**config.mk**
```make
export PLATFORM = sky130hd
export DESIGN_NAME = frame_reorder_buffer
export DESIGN_NICKNAME = d
export VERILOG_FILES = /design/src/rtl/core/frb_pkg.sv /design/src/rtl/core/frb_ram.sv /design/src/rtl/core/frame_reorder_buffer.sv
export SDC_FILE = /design/constraint.sdc
export NUM_CORES = 2
export LEC_CHECK = 0
export BUFFER_PORTS_ARGS = -buffer_cell sky130_fd_sc_hd__buf_2
export CORE_MARGIN = 5
export CORE_UTILIZATION = 62
export CTS_CLUSTER_SIZE = 25
export DETAILED_ROUTE_END_ITERATION = 8
export HOLD_SLACK_MARGIN = 0.12
export PLACE_DENSITY = 0.87
export SKIP_CTS_REPAIR_TIMING = 1
export SLEW_MARGIN = 10
export SYNTH_ARGS = -nofsm -noshare
export SYNTH_HDL_FRONTEND = slang
export SYNTH_SLANG_ARGS = --single-unit
```
**constraint.sdc**
```tcl
create_clock -name clk -period 12.2 [get_ports clk]
set_input_delay 0.61 -clock clk [delete_from_list [all_inputs] [get_ports clk]]
set_output_delay 0.61 -clock clk [all_outputs]
set_load 0.02 [all_outputs]
```
**src/rtl/core/frb_pkg.sv**
```systemverilog
// Package for the frame reorder buffer: sizes, command and status codes,
// and the bit layout of the stream payloads. No dependencies.
`default_nettype none

package frb_pkg;

    localparam int DEPTH = 16;
    localparam int TAG_W = 32;
    localparam int PTS_W = 64;
    localparam int IN_TAG_W = 32;
    localparam int OUT_TAG_W = 32;
    localparam int FILL_W = 5;
    localparam int IDX_W = (DEPTH > 1) ? $clog2(DEPTH) : 1;
    localparam int CNT_W = $clog2(DEPTH + 1);
    localparam int ENTRY_W = PTS_W + TAG_W;

    localparam int CMD_W = 2;
    localparam int STATUS_W = 2;

    localparam logic [CMD_W-1:0] CMD_INSERT = 2'd0;
    localparam logic [CMD_W-1:0] CMD_EXTRACT = 2'd1;
    localparam logic [CMD_W-1:0] CMD_FLUSH = 2'd2;

    localparam logic [STATUS_W-1:0] STATUS_OK = 2'd0;
    localparam logic [STATUS_W-1:0] STATUS_FULL = 2'd1;
    localparam logic [STATUS_W-1:0] STATUS_EMPTY = 2'd2;

    localparam logic signed [PTS_W-1:0] PTS_MAX = 64'sh7FFF_FFFF_FFFF_FFFF;

    // slave payload: entry_pts, entry_tag; tuser: cmd
    localparam int S_PTS_LSB = 0;
    localparam int S_TAG_LSB = S_PTS_LSB + PTS_W;
    localparam int S_DATA_W = ((S_TAG_LSB + IN_TAG_W + 7) / 8) * 8;
    localparam int S_USER_W = CMD_W;

    // master payload: out_pts, out_tag, fill_count, next_pts; tuser: status, out_valid
    localparam int M_OPTS_LSB = 0;
    localparam int M_OTAG_LSB = M_OPTS_LSB + PTS_W;
    localparam int M_FILL_LSB = M_OTAG_LSB + OUT_TAG_W;
    localparam int M_NEXT_LSB = M_FILL_LSB + FILL_W;
    localparam int M_USED_W = M_NEXT_LSB + PTS_W;
    localparam int M_DATA_W = ((M_USED_W + 7) / 8) * 8;
    localparam int M_PAD_W = M_DATA_W - M_USED_W;
    localparam int M_STATUS_LSB = 0;
    localparam int M_OVALID_BIT = STATUS_W;
    localparam int M_USER_W = STATUS_W + 1;

endpackage

`default_nettype wire

```
**src/rtl/core/frb_ram.sv**
```systemverilog
// Generic single-clock RAM: one write port, one read port, registered read.
// No dependencies.
`default_nettype none

module frb_ram #(
    parameter int WIDTH = 8,
    parameter int DEPTH = 16
) (
    input  wire logic                                      clk,
    input  wire logic                                      we,
    input  wire logic [(DEPTH > 1 ? $clog2(DEPTH) : 1)-1:0] waddr,
    input  wire logic [WIDTH-1:0]                          wdata,
    input  wire logic [(DEPTH > 1 ? $clog2(DEPTH) : 1)-1:0] raddr,
    output logic      [WIDTH-1:0]                          rdata
);

    logic [WIDTH-1:0] mem [DEPTH];

    always_ff @(posedge clk)
    begin
        if (we)
        begin
            mem[waddr] <= wdata;
        end
        rdata <= mem[raddr];
    end

endmodule

`default_nettype wire

```
**src/rtl/core/frame_reorder_buffer.sv**
```systemverilog
// Frame reorder buffer top level: sorted entry store in one RAM and the
// sequencer that walks it. Depends on frb_pkg and frb_ram.
//
// Commands arrive on the s_* stream (s_tuser = command, s_tdata = timestamp
// and tag); each gives exactly one result on the m_* stream (m_tuser = status
// and extract flag, m_tdata = extracted entry, fill count, next timestamp).
// Entries are kept sorted by signed timestamp; equal timestamps leave in
// arrival order.
// Steps per command: an insert into a non-empty buffer walks down from the
//   tail, moving each larger entry (0..DEPTH-1 of them) up one slot, then writes the new entry;
//   an extract reads the head and the whole tail shifts down one slot;
//   flush, error and unused codes go straight to the result.
// One entry moves per cycle through the RAM's single write port. The
// sequencer accepts the next command in the cycle after a result is loaded,
// even while that result still waits.
// If m_tready stays low the finished result holds in the output register
// and the sequencer waits before loading the next one.
// Reset empties the buffer (fill count 0) and drops any pending result;
// RAM contents are not cleared, stale entries are never read.
`default_nettype none

module frame_reorder_buffer (
    input  wire logic                          clk,
    input  wire logic                          rst_n,
    input  wire logic                          s_tvalid,
    output logic                               s_tready,
    // [63:0] entry_pts, [95:64] entry_tag
    input  wire logic [frb_pkg::S_DATA_W-1:0]  s_tdata,
    // [1:0] cmd
    input  wire logic [frb_pkg::S_USER_W-1:0]  s_tuser,
    output logic                               m_tvalid,
    input  wire logic                          m_tready,
    // [63:0] out_pts, [95:64] out_tag, [100:96] fill_count, [164:101] next_pts
    output logic      [frb_pkg::M_DATA_W-1:0]  m_tdata,
    // [1:0] status, [2] out_valid
    output logic      [frb_pkg::M_USER_W-1:0]  m_tuser
);

    import frb_pkg::*;

    typedef enum logic [4:0] {
        ST_IDLE     = 5'b00001,
        ST_INS_WALK = 5'b00010,
        ST_INS_LAST = 5'b00100,
        ST_EXT      = 5'b01000,
        ST_DONE     = 5'b10000
    } state_t;

    state_t                    state_reg, state_next;
    logic [IDX_W-1:0]          ptr_reg, ptr_next;
    logic [CNT_W-1:0]          count_reg, count_next;
    logic signed [PTS_W-1:0]   head_reg, head_next;
    logic signed [PTS_W-1:0]   pts_reg, pts_next;
    logic [TAG_W-1:0]          tag_reg, tag_next;

    logic [STATUS_W-1:0]       res_status_reg, res_status_next;
    logic                      res_ovalid_reg, res_ovalid_next;
    logic signed [PTS_W-1:0]   res_opts_reg, res_opts_next;
    logic [OUT_TAG_W-1:0]      res_otag_reg, res_otag_next;

    logic                      m_valid_reg, m_valid_next;
    logic [M_DATA_W-1:0]       m_data_reg, m_data_next;
    logic [M_USER_W-1:0]       m_user_reg, m_user_next;
    logic                      m_load;

    logic                      ram_we;
    logic [IDX_W-1:0]          ram_waddr;
    logic [ENTRY_W-1:0]        ram_wdata;
    logic [IDX_W-1:0]          ram_raddr;
    logic [ENTRY_W-1:0]        ram_rdata;

    logic [CMD_W-1:0]          in_cmd;
    logic signed [PTS_W-1:0]   in_pts;
    logic [IN_TAG_W-1:0]       in_tag;
    logic signed [PTS_W-1:0]   rd_pts;
    logic signed [PTS_W-1:0]   next_pts;

    assign in_cmd = s_tuser[CMD_W-1:0];
    assign in_pts = $signed(s_tdata[S_PTS_LSB +: PTS_W]);
    assign in_tag = s_tdata[S_TAG_LSB +: IN_TAG_W];
    assign rd_pts = $signed(ram_rdata[PTS_W-1:0]);
    assign next_pts = (count_reg != '0) ? head_reg : PTS_MAX;

    frb_ram #(
        .WIDTH (ENTRY_W),
        .DEPTH (DEPTH)
    ) u_slots (
        .clk   (clk),
        .we    (ram_we),
        .waddr (ram_waddr),
        .wdata (ram_wdata),
        .raddr (ram_raddr),
        .rdata (ram_rdata)
    );

    always_comb
    begin
        state_next      = state_reg;
        ptr_next        = ptr_reg;
        count_next      = count_reg;
        head_next       = head_reg;
        pts_next        = pts_reg;
        tag_next        = tag_reg;
        res_status_next = res_status_reg;
        res_ovalid_next = res_ovalid_reg;
        res_opts_next   = res_opts_reg;
        res_otag_next   = res_otag_reg;
        ram_we          = 1'b0;
        ram_waddr       = ptr_reg;
        ram_wdata       = ram_rdata;
        ram_raddr       = ptr_reg;
        m_load          = 1'b0;
        s_tready        = 1'b0;

        unique case (state_reg)
            ST_IDLE:
            begin
                s_tready = 1'b1;
                if (s_tvalid)
                begin
                    pts_next        = in_pts;
                    tag_next        = TAG_W'(in_tag);
                    res_status_next = STATUS_OK;
                    res_ovalid_next = 1'b0;
                    res_opts_next   = '0;
                    res_otag_next   = '0;
                    state_next      = ST_DONE;
                    unique case (in_cmd)
                        CMD_INSERT:
                        begin
                            if (count_reg == CNT_W'(DEPTH))
                            begin
                                res_status_next = STATUS_FULL;
                            end
                            else
                            begin
                                count_next = count_reg + CNT_W'(1);
                                if (count_reg == '0 || in_pts < head_reg)
                                begin
                                    head_next = in_pts;
                                end
                                if (count_reg == '0)
                                begin
                                    state_next = ST_INS_LAST;
                                end
                                else
                                begin
                                    // walk down from the tail
                                    ptr_next   = IDX_W'(count_reg - CNT_W'(1));
                                    ram_raddr  = IDX_W'(count_reg - CNT_W'(1));
                                    state_next = ST_INS_WALK;
                                end
                            end
                        end
                        CMD_EXTRACT:
                        begin
                            if (count_reg == '0)
                            begin
                                res_status_next = STATUS_EMPTY;
                            end
                            else
                            begin
                                count_next      = count_reg - CNT_W'(1);
                                res_ovalid_next = 1'b1;
                                res_opts_next   = head_reg;
                                ptr_next        = '0;
                                ram_raddr       = '0;
                                state_next      = ST_EXT;
                            end
                        end
                        CMD_FLUSH:
                        begin
                            count_next = '0;
                        end
                        default:
                        begin
                            // unused code: buffer left unchanged
                        end
                    endcase
                end
            end

            ST_INS_WALK:
            begin
                ram_we    = 1'b1;
                ram_waddr = ptr_reg + IDX_W'(1);
                if (pts_reg < rd_pts)
                begin
                    // larger entry moves up one slot
                    ram_wdata = ram_rdata;
                    if (ptr_reg == '0)
                    begin
                        state_next = ST_INS_LAST;
                    end
                    else
                    begin
                        ptr_next  = ptr_reg - IDX_W'(1);
                        ram_raddr = ptr_reg - IDX_W'(1);
                    end
                end
                else
                begin
                    ram_wdata  = {tag_reg, pts_reg};
                    state_next = ST_DONE;
                end
            end

            ST_INS_LAST:
            begin
                ram_we     = 1'b1;
                ram_waddr  = '0;
                ram_wdata  = {tag_reg, pts_reg};
                state_next = ST_DONE;
            end

            ST_EXT:
            begin
                if (ptr_reg == '0)
                begin
                    res_otag_next = OUT_TAG_W'(ram_rdata[PTS_W +: TAG_W]);
                end
                else
                begin
                    ram_we    = 1'b1;
                    ram_waddr = ptr_reg - IDX_W'(1);
                    ram_wdata = ram_rdata;
                end
                if (ptr_reg == IDX_W'(1))
                begin
                    head_next = rd_pts;
                end
                // count already holds the new fill, so the last slot is at ptr == count
                if (CNT_W'(ptr_reg) == count_reg)
                begin
                    state_next = ST_DONE;
                end
                else
                begin
                    ptr_next  = ptr_reg + IDX_W'(1);
                    ram_raddr = ptr_reg + IDX_W'(1);
                end
            end

            ST_DONE:
            begin
                if (!m_valid_reg || m_tready)
                begin
                    m_load     = 1'b1;
                    state_next = ST_IDLE;
                end
            end

            default:
            begin
                state_next = ST_IDLE;
            end
        endcase
    end

    always_comb
    begin
        m_data_next  = m_data_reg;
        m_user_next  = m_user_reg;
        m_valid_next = m_valid_reg;
        if (m_load)
        begin
            m_valid_next = 1'b1;
            m_data_next  = {{M_PAD_W{1'b0}}, next_pts, FILL_W'(count_reg),
                            res_otag_reg, res_opts_reg};
            m_user_next  = {res_ovalid_reg, res_status_reg};
        end
        else if (m_tready)
        begin
            m_valid_next = 1'b0;
        end
    end

    always_ff @(posedge clk or negedge rst_n)
    begin
        if (!rst_n)
        begin
            state_reg   <= ST_IDLE;
            count_reg   <= '0;
            m_valid_reg <= 1'b0;
        end
        else
        begin
            state_reg   <= state_next;
            count_reg   <= count_next;
            m_valid_reg <= m_valid_next;
        end
    end

    always_ff @(posedge clk)
    begin
        ptr_reg        <= ptr_next;
        head_reg       <= head_next;
        pts_reg        <= pts_next;
        tag_reg        <= tag_next;
        res_status_reg <= res_status_next;
        res_ovalid_reg <= res_ovalid_next;
        res_opts_reg   <= res_opts_next;
        res_otag_reg   <= res_otag_next;
        m_data_reg     <= m_data_next;
        m_user_reg     <= m_user_next;
    end

    assign m_tvalid = m_valid_reg;
    assign m_tdata  = m_data_reg;
    assign m_tuser  = m_user_reg;

endmodule

`default_nettype wire

```
==> results by group <==
Synthesis
  • Synth top area share: 0.718
  • FF+latch count, synth: 2074
  • Post-synth top area cell: edfxtp_1
  • Fraction of registers with async set or reset after synthesis: 0.00530
  • Top post-synthesis cells by area: edfxtp_1, nand2_1, nand3_1, dfxtp_1, a21oi_1
  • Ys Warns: 0
  • Sequential-to-total area share from yosys stat: 0.746
  • Cell Area, Synth: 82100 um^2
  • Synth unique cells: 73
  • Mapped Cells: 6092
  • Syn Area/Cell: 13.5 um^2
  • Prevailing post-synth register cell: edfxtp_1
  • Post-synth EDFFs: 1963

Route
  • Pre-antenna DRT Iters: 9
  • WL per Instance: 26.3 um
  • DRC viols: 0
  • DRT iter0 DRCs: 9881
  • DRT Wirelength: 219 mm
  • Remaining antenna violation count: 0
  • Via-to-Cell Ratio: 6.53
  • DR vias: between 50000 and 60000

Timing
  • Crit share post-route: 0.657
  • Final setup violation count: 0
  • Final hold vios: 0
  • Final hold slack: 0.218 ns
  • RSZ-0062 raised after global routing: false
  • FMAX: 125 MHz
  • Worst slew pin tran: 1.26 ns
  • Setup Skew: 0.0277 ns
  • Period minus WS final: 8.02 ns
  • Setup TNS: 0 ns
  • Fin. max-slew vios: 0
  • Worst relative slew slack: 0.160

Layout
  • Post-layout util: 0.700
  • # fillers: 7607
  • Share of layout cells above drive strength 1: 0.120
  • Nets: 6623
  • Top reg by flops: u_slots.mem
  • Max reg flops: between 1500 and 2000
  • Area Overhead vs Synth: 12.2%

Critical path
  • Crit Path Max Fanout: about 140
  • Arr. time, crit path: 8.64 ns
  • Critical path launch point type: flop
  • Worst setup EP type: flop
  • Critical path class: reg2reg
  • WP data required: about 13 ns

GRT
  • Number of global-route vias before repair: about 53000
  • Largest net degree at the start of global routing: 220
  • Total global-route track usage: 0.299
  • First-pass GRT wire length: about 320 mm
  • Remaining Overflow, GRT: 0
  • Initial antenna violation count: 8

Placement
  • Port bufs: 271
  • Post-DP HPWL: around 110 mm
  • Gp weighted congestion: around 0.87

Job
  • Max cap viols: 0

Floorplanning
  • Row Count: 133
  • DIE AREA: 140000 um^2
  • Io pins: 275
  • Die Height: roughly 370 um
  • Die X: 374 um
  • Starting Density: 0.624
  • Core area: 132000 um^2

Clocking
  • Clock-pin slew on the worst setup and hold paths: 0.06 ns
  • CTS tree: done
  • Maximum buffer depth of the clock tree: 3
  • Total CTS buffers: 192
  • Worst-skew pair later-pin latency: about 0.82 ns
  • H-tree Lvls: 4
  • Clock sink count: 2074
  • Root buffer cell: clkbuf_16

Hold path
  • Worst Hold Class: in2async

Power
  • Pleak: approximately 34 nW
  • Gate power share: 0.437
  • Max rail drop VDD: approximately 520 uV
  • Power Density: 300 nW/um^2
  • Sequential power share: 0.351
  • Clk pwr share: 0.212
  • Sw Ratio: 0.426
  • P_sw: 11.8 mW
  • Internal power: 15.9 mW
  • Total power: 27.6 mW

Outcome
  • Status: completed
[layout by cell type, fill, tap and decap left out, types with 5 or more instances in the layout]
master,instances
a21o_1,40
a21oi_1,338
and3_1,42
buf_12,7
buf_2,271
buf_4,66
bufinv_16,13
clkbuf_1,46
clkbuf_16,194
clkbuf_8,10
clkinv_1,31
clkinv_2,39
clkinvlp_4,14
dfrtp_1,10
dfxtp_1,100
diode_2,8
dlygate4sd3_1,98
edfxtp_1,1963
ha_1,135
inv_1,143
inv_8,5
mux2_2,96
mux2i_1,98
nand2_1,1574
nand2b_1,10
nand3_1,584
nand4_1,32
nor2_1,77
nor2_4,17
nor2b_1,6
nor3_1,75
nor4_1,78
nor4_2,22
o211ai_1,7
o21ai_0,100
o22ai_1,5
o2bb2ai_1,95
xor2_1,5
[final cells by class]
| type | instances | area, um^2 | area share |
|---|---|---|---|
| antenna | 8 | 20.0 | 0.000217 |
| inverter | 148 | 578 | 0.00628 |
| timing repair buffer | 442 | 2970 | 0.0323 |
| sequential | 2074 | 61200 | 0.665 |
| multi-input combinational | 3528 | 19100 | 0.207 |
| clock buffer | 250 | 5160 | 0.0561 |
| tap | 1755 | 2200 | 0.0238 |
| clock inverter | 104 | 901 | 0.00978 |
[power by group through the flow]
stage               clock network [mW]  logic (mW)  registers (mW)
finish                            5.86        12.1            9.70
global placement                     0        10.9            9.78
floorplan                            0        8.09            9.78
global route                      6.18        12.9            9.72
detailed placement                   0        11.4            9.81
CTS                               5.85        11.7            9.67
[through the flow]
stage / worst slack [ns] / area (um^2) / std cells
floorplan: 3.32 / 82100 / 6094
global placement: 4.90 / 85000 / 7849
detailed placement: 4.69 / 85000 / 7849
CTS: 4.63 / 91100 / 8203
global route: 4.37 / 92100 / 8306
finish: 4.18 / 92100 / 8309
[critical path, cell delays in order (launching register included)]
cell	delay, ns
dfxtp_1	0.47
inv_1	0.12
ha_1	0.53
nand2_1	0.20
nor3_1	0.75
nand4_1	0.54
a31oi_1	0.85
nor4_2	0.16
a22o_1	0.28
and2_4	0.40
inv_8	0.75
buf_4	0.72
buf_4	0.68
nand2_1	0.15
nand3_1	0.13
a21oi_1	0.09
nor4_1	0.74
[kinds of logic after synthesis]
family / share of synthesized area
DFF: 0.746
buffers and inverters: 0.0253
adders and majority gates: 0.0206
and+or+nand+nor: 0.135
AOI/OAI and AO/OA: 0.0472
xor gates and xnor gates: 0.00105
other: 0.0000457
muxes: 0.0251
[final timing paths]
kind	start	endpoint	slack, ns	cells past startpoint
min in group clk	m_tready	m_tvalid	0.22	3
worst max register to register	u_slots.rdata[63]	u_slots.rdata[29]	4.18	16
worst min-delay path	rst_n	count_reg[0]	0.22	2
max in group asynchronous	rst_n	state_reg[0]	11.70	2
worst max-delay path	u_slots.rdata[63]	u_slots.rdata[29]	4.18	16
worst min register to register	res_otag_reg[2]	m_tdata[66]	0.42	0
[Yosys cell counts (78+ instances only)]
library cell,count
edfxtp_1,1963
nand2_1,1576
nand3_1,585
a21oi_1,339
clkbuf_1,186
inv_1,146
ha_1,135
buf_2,129
o21ai_0,101
dfxtp_1,100
mux2i_1,98
mux2_2,96
o2bb2ai_1,95
nor2_1,94
nor4_1,78
[layer usage]
layer / GRT usage / wire length, um / vias up
li1: - / - / 22758
met4: 0.133 / 10500 / 0
met5: 0 / 0 / -
met2: 0.481 / 104000 / 4841
met1: 0.392 / 73100 / 25853
met3: 0.0714 / 31400 / 818
Power figures use the tool's default switching activity.
